File: config.mk
export PLATFORM = sky130hd
export DESIGN_NAME = lceg_log_cmp
export DESIGN_NICKNAME = d
export VERILOG_FILES = /design/src/hdl/lceg_pkg.sv /design/src/hdl/lceg_log_cmp.sv
export SDC_FILE = /design/constraint.sdc
export NUM_CORES = 1
export LEC_CHECK = 0
export BUFFER_PORTS_ARGS = -buffer_cell sky130_fd_sc_hd__buf_2
export CORE_MARGIN = 2
export CORE_UTILIZATION = 44
export DETAILED_ROUTE_END_ITERATION = 8
export PLACE_DENSITY = 0.61
export SLEW_MARGIN = 40
export SYNTH_ARGS = -nofsm -noshare
export SYNTH_HDL_FRONTEND = slang
export SYNTH_SLANG_ARGS = --single-unit
File: constraint.sdc
create_clock -name vclk -period 12.42
set_input_delay 1.863 -clock vclk [all_inputs]
set_output_delay 1.863 -clock vclk [all_outputs]
set_load 0.01 [all_outputs]
File: src/hdl/lceg_pkg.sv
// ----------------------------------------------------------------------------
// lceg_pkg: shared types and constants of the log-change event generator
// Field widths, register indexes, the per-pixel decision struct and the
// fixed-point natural log used to build the lookup table at elaboration.
// ----------------------------------------------------------------------------
package lceg_pkg;

    // Field widths fixed by the event format
    localparam int FW_W      = 7;
    localparam int THR_W     = 15;
    localparam int COL_W     = 7;
    localparam int ROW_W     = 7;
    localparam int EVT_W     = 15;
    localparam int M_TDATA_W = 32;

    // Row pitch of the reference store (address = row * pitch + column)
    localparam int ROW_PITCH = 128;

    // Configuration register indexes
    localparam int REG_IDX_W = 1;
    localparam logic [REG_IDX_W-1:0] REG_FRAME_WIDTH   = 1'd0;
    localparam logic [REG_IDX_W-1:0] REG_LOG_THRESHOLD = 1'd1;

    // Reset values of the configuration registers
    localparam logic [FW_W-1:0]  FW_RESET  = 7'd127;
    localparam logic [THR_W-1:0] THR_RESET = 15'd1229;

    // Row counter saturates here
    localparam logic [ROW_W-1:0] ROW_MAX = 7'd127;

    // Log table construction constants
    localparam int              GUARD_BITS = 4;
    localparam longint unsigned LN2_Q32    = 64'd2977044472;

    // Per-pixel decision handed from the compare unit to the pipeline
    typedef struct packed {
        logic fire;      // emit an event word
        logic polarity;  // reference brighter than the new pixel
        logic write;     // update the reference entry
    } lceg_dec_t;

    // ln(v) in unsigned fixed point with frac_bits fraction bits.
    // Squaring method on a Q1.30 mantissa, then scale log2 by ln2.
    function automatic longint unsigned fixed_ln(input int unsigned v,
                                                 input int unsigned frac_bits);
        int unsigned     e;
        int unsigned     fb;
        longint unsigned m;
        longint unsigned frac;
        longint unsigned l2;
        longint unsigned p;
        e    = 0;
        fb   = frac_bits + GUARD_BITS;
        frac = 64'd0;
        if (v == 0) begin
            return 64'd0;
        end
        while ((v >> (e + 1)) != 0) begin
            e++;
        end
        m = longint'(v) << (30 - e);
        for (int k = 0; k < fb; k++) begin
            m    = (m * m) >> 30;
            frac = frac << 1;
            if (m >= (64'd1 << 31)) begin
                frac = frac | 64'd1;
                m    = m >> 1;
            end
        end
        l2 = (longint'(e) << fb) | frac;
        p  = l2 * LN2_Q32;
        return (p + (64'd1 << (32 + GUARD_BITS - 1))) >> (32 + GUARD_BITS);
    endfunction

endpackage

File: src/hdl/lceg_log_cmp.sv
// ----------------------------------------------------------------------------
// lceg_log_cmp: log-domain change detector
// Looks up ln of the reference and of the new pixel, compares the absolute
// difference to the threshold and decides on event and reference update.
// ----------------------------------------------------------------------------
module lceg_log_cmp
    import lceg_pkg::*;
#(
    parameter int PIXEL_BITS    = 8,
    parameter int LOG_FRAC_BITS = 12
) (
    input  logic [PIXEL_BITS-1:0] ref_pix,
    input  logic [PIXEL_BITS-1:0] new_pix,
    input  logic [THR_W-1:0]      log_threshold,
    input  logic                  loaded,
    output lceg_dec_t             dec
);

    localparam int LEVELS = 1 << PIXEL_BITS;
    localparam int LW     = LOG_FRAC_BITS + 4;
    localparam int CW     = (LW > THR_W) ? LW : THR_W;

    logic [LW-1:0] ln_rom [LEVELS];
    logic [LW-1:0] ln_ref;
    logic [LW-1:0] ln_new;
    logic [LW-1:0] diff;
    logic          differ;
    logic          any_zero;
    logic          over;

    // Constant ln table, built at elaboration
    for (genvar g = 0; g < LEVELS; g++)
    begin : g_ln
        assign ln_rom[g] = LW'(fixed_ln(g, LOG_FRAC_BITS));
    end

    // Absolute log difference against threshold
    always_comb
    begin
        ln_ref   = ln_rom[ref_pix];
        ln_new   = ln_rom[new_pix];
        diff     = (ln_ref > ln_new) ? (ln_ref - ln_new) : (ln_new - ln_ref);
        over     = CW'(diff) > CW'(log_threshold);
        differ   = ref_pix != new_pix;
        any_zero = (ref_pix == '0) || (new_pix == '0);
    end

    // Decision; once loaded, a changed pixel with a zero on either side always fires
    always_comb
    begin
        dec.fire     = loaded && differ && (any_zero || over);
        dec.polarity = ref_pix > new_pix;
        dec.write    = !loaded || dec.fire;
    end

endmodule

After elaboration in Yosys (flattened, before gate mapping)
Memory sizes are Yosys's and may differ from the RTL's.
Index checks and enable logic that the tools add are counted.
- bits in writable memories: 0
- output and inout port bits: 3
- register bits after elaboration: 0
- input bits: 32
- bits in latches: 0
- memories kept: 2
- bits in read-only memories: 8192
- memories (name ; depth ; width ; read ports ; clocked after Yosys merged registers in ; wr ports ; RTL line ; text):
    (name not given) ; 256 ; 16 ; 1 ; 0 ; 0 ; lceg_log_cmp.sv:41 ; ln_new = ln_rom[new_pix];
    (name not given) ; 256 ; 16 ; 1 ; 0 ; 0 ; lceg_log_cmp.sv:40 ; ln_ref = ln_rom[ref_pix];
- $lt $le $gt $ge: 5
- $add $sub $neg: 2
- equality and inequality tests: 1
- muxes and demuxes: 5
- reductions and logical operators: 8
- multipliers: 0
- divide/modulo/power cells: 0
- bitwise logic cells: 2
- shifts and indexed selects: 0
- operator list (kind ; count):
    $mux 16 ; 5
    $sub 16x16->16 ; 2
    $ge 9x9->1 const B ; 2
    $not 8->9 ; 2
    $gt 16x15->1 ; 1
    $gt 16x16->1 ; 1
    $logic_not 8->1 ; 2
    $gt 8x8->1 ; 1
    $ne 8x8->1 ; 1
    $logic_or 1x1->1 ; 3
    $logic_and 1x1->1 ; 2
    $logic_not 1->1 ; 1

Logic depth before layout (Yosys ltp)
- depth in word-level cells: 10
- mapped depth: 30
- mapped depth without buffers: 26

Least setup slack after synthesis
No wires, ideal clock.
- path type: input to output
- from: in ref_pix[0]
- to: out dec[0] in the netlist's numbering
- stages: 25
- required time: 10557 ps
- arrival time: 7189 ps
- slack: 3368 ps
- path through: clkbuf_1 > inv_1 > ha_1 > clkbuf_1 > nor2b_2 > o311ai_0 > o211ai_1 > o21a_1 > mux4_2 > fa_1 > a211oi_2 > o21ai_2 > a21oi_2 > a21o_1 > buf_6 > mux2_2 > a2111o_1 > o311ai_1 > ha_1 > nand4_1 > nor4_1 > nand2b_1 > o211ai_1 > nor3_1 > o21ai_0
- RTL lines (what ; RTL line ; text):
    from (decl) ; lceg_log_cmp.sv:12 ; input logic [PIXEL_BITS-1:0] ref_pix,
    to (decl) ; lceg_log_cmp.sv:16 ; output lceg_dec_t dec

==> run metrics <==
outcome finished, violations left; failing checks DRC; vias in the first global route between 10,000 and 15,000; Initial Util ~45%; core area ~22,000 um2; gpl congestion about 1.1; Routed WL 43.96 mm; ranking of synthesized cells by area ha_1 11%, a21oi_1 8.5%, o21ai_0 7.8%, mux4_2 7.5%, nand2_1 5.7%; Mapped Area a little under 10,000 um2; Post-CTS Resized 0; CP required approximately 11,000 ps; vias per inst 7.346; Seq/Total Area, Yosys 0%; Slew headroom a little over a third; Yosys top cell by area ha_1; port bufs 35; antenna cells 0; Crit path buffers/inverters 4; Critical Path Sink Type output port; cell leakage power just under 4 nW; CP startpoint new_pix[1]; first-pass GRT wire length 67.41 mm; Critical Path Most Common Cell ha_1; Overflow after GRT 0; site row count between 50 and 60; Seq cells 0; maximum clock rate 90.12 MHz; worst min-delay path class in2out; DRT iter0 DRCs around 2,600; Stages on worst setup path 28; layout cell share with drive strength beyond 1 9.318%; DP HPWL about 32 mm; Pre-antenna DRT Iters 9; min Tclk post-route around 11,000 ps; via count approximately 13,000; Worst path slowest cell ha_1; postcts setup bufs 0; Routed Antenna Nets 0; Die Area approximately 24,000 um2; Setup Crit Path Kind in2out; Max Slew Vio Count 0; Die Y around 150 um; slew of the pin with the lowest slew margin 954.0 ps; final setup fails 0; Max Cap Viol 0; Die X approximately 150 um; WL/cell ~26 um; fin nets between 1,500 and 2,000; largest net degree at the start of global routing ~80; crit path to dec[0]; CP Max Fanout 22; CTS Hold Bufs 0; area grow syn2layout -0.5428%; GRT Total Usage 35.33%; register area 0 um2; synth warn 0; CP peak stage delay between 700 and 800 ps; CLK BUF 0; io pins 35; delay-heaviest family, CP compound AO/OA/AOI/OAI gates; RSZ-0062 raised after global routing false; setup tns final 0 ps; PD cells ~72 nW/um2; Final period util roughly nine tenths; syn_nets ~1,700; crit path launch type input pin; initial antenna violation count 0; Syn Inst Count roughly 1,500; Distinct cells, synth between 70 and 80; worst hold stages 3; drc violations 4; Hold Vio Cnt, Final 0; syn_area_per_cell ~6.4 um2; worst path arrival time roughly 9200 ps; Final Core Density around 45%; peak supply drop 0.03143 mV; post-synth top area share 11.49%
==> report_power, final <==
| group | leakage [nW] | internal, mW | switching (mW) | total (mW) |
|---|---|---|---|---|
| sequential | 0 | 0 | 0 | 0 |
| clock | 0 | 0 | 0 | 0 |
| combinational | 3.88 | 0.263 | 0.442 | 0.705 |
==> synthesized netlist by cell type (all sizes together) (9+ instances only) <==
library cell  instances
a31oi                34
nand3                44
mux2                 12
ha                   91
a211oi               40
o21ai               159
buf                  91
o21a                 26
mux2i                24
a21o                 25
xnor2                11
a311oi                9
nor2                145
inv                  48
a21oi               170
nor3                 53
o221ai               12
nor2b                26
a221oi               11
nand2b               31
nand4                11
o211ai               35
clkbuf               76
mux4                 33
and2                 15
o311ai               22
nand2               150
o31ai                12
==> cells by family after synthesis <==
| group | Yosys count | synth area share (%) |
|---|---|---|
| multiplexers | 69 | 11.32 |
| buffers and inverters | 219 | 9.644 |
| XOR/XNOR | 16 | 1.414 |
| AND/OR/NAND/NOR | 514 | 24.02 |
| adder cells (fa/ha/maj) | 93 | 11.89 |
| AO/OA/AOI/OAI | 637 | 41.71 |
==> routing by layer <==
layer	part of all wire, %	GRT usage (%)	routed length, um
met2	41	51.80	17940
met5	0	0	0
met1	41	50.83	17860
met3	14	8.145	6043
met4	4.8	11.26	2116
==> placed cells by master (no fill, tap or decap), types with 7 or more instances in the layout <==
cell type  netlist  layout
a21oi_1        168     168
o21ai_0        155     155
nand2_1        150     150
nor2_1         145     144
ha_1            91      91
nor3_1          53      53
nand3_1         44      44
inv_1           45      43
a211oi_1        37      37
o211ai_1        35      35
a31oi_1         34      34
mux4_2          33      33
nand2b_1        31      31
buf_2           58      30
buf_4            9      27
o21a_1          26      26
a21o_1          25      25
nor2b_1         25      25
mux2i_1         24      24
o311ai_0        18      18
and2_1          13      13
o31ai_1         12      12
o221ai_1        12      12
mux2_2          11      11
xnor2_1         11      11
a221oi_1        11      11
nand4_1         10      10
a311oi_1         9       9
o2111ai_1        8       8
and3_1           8       8
or3_1            8       8
o22ai_1          7       7
a211o_1          7       7
==> how the worst min path moves through the flow <==
stage / from / endpoint / slack [ps]
after floorplan: loaded / dec[0] / 3850
after global placement: loaded / dec[0] / 4010
after detailed placement: loaded / dec[0] / 4000
after CTS: loaded / dec[0] / 4000
after global routing: loaded / dec[0] / 4020
final: loaded / dec[0] / 4010
==> cell type report <==
type | instances | area [um2]
Fill cell | 2338 | 12100
Inverter | 52 | 196.4
Multi-Input combinational cell | 1329 | 8959
Tap cell | 280 | 350.3
Timing Repair Buffer | 57 | 352.8
==> metrics by stage <==
step	setup slack [ps]	total power, mW	hold WS (ps)	std cells	area, um2
2_1_floorplan	3368	0.5157	3846	1548	9912
3_3_place_gp	1504	0.6856	4009	1718	9852
3_5_place_dp	1384	0.6791	4002	1718	9856
4_1_cts	1377	0.6820	4002	1718	9856
5_1_grt	773.8	0.7608	4021	1718	9858
6_report	1323	0.7053	4006	1718	9858
No activity file was read; power rests on OpenSTA's default activity.
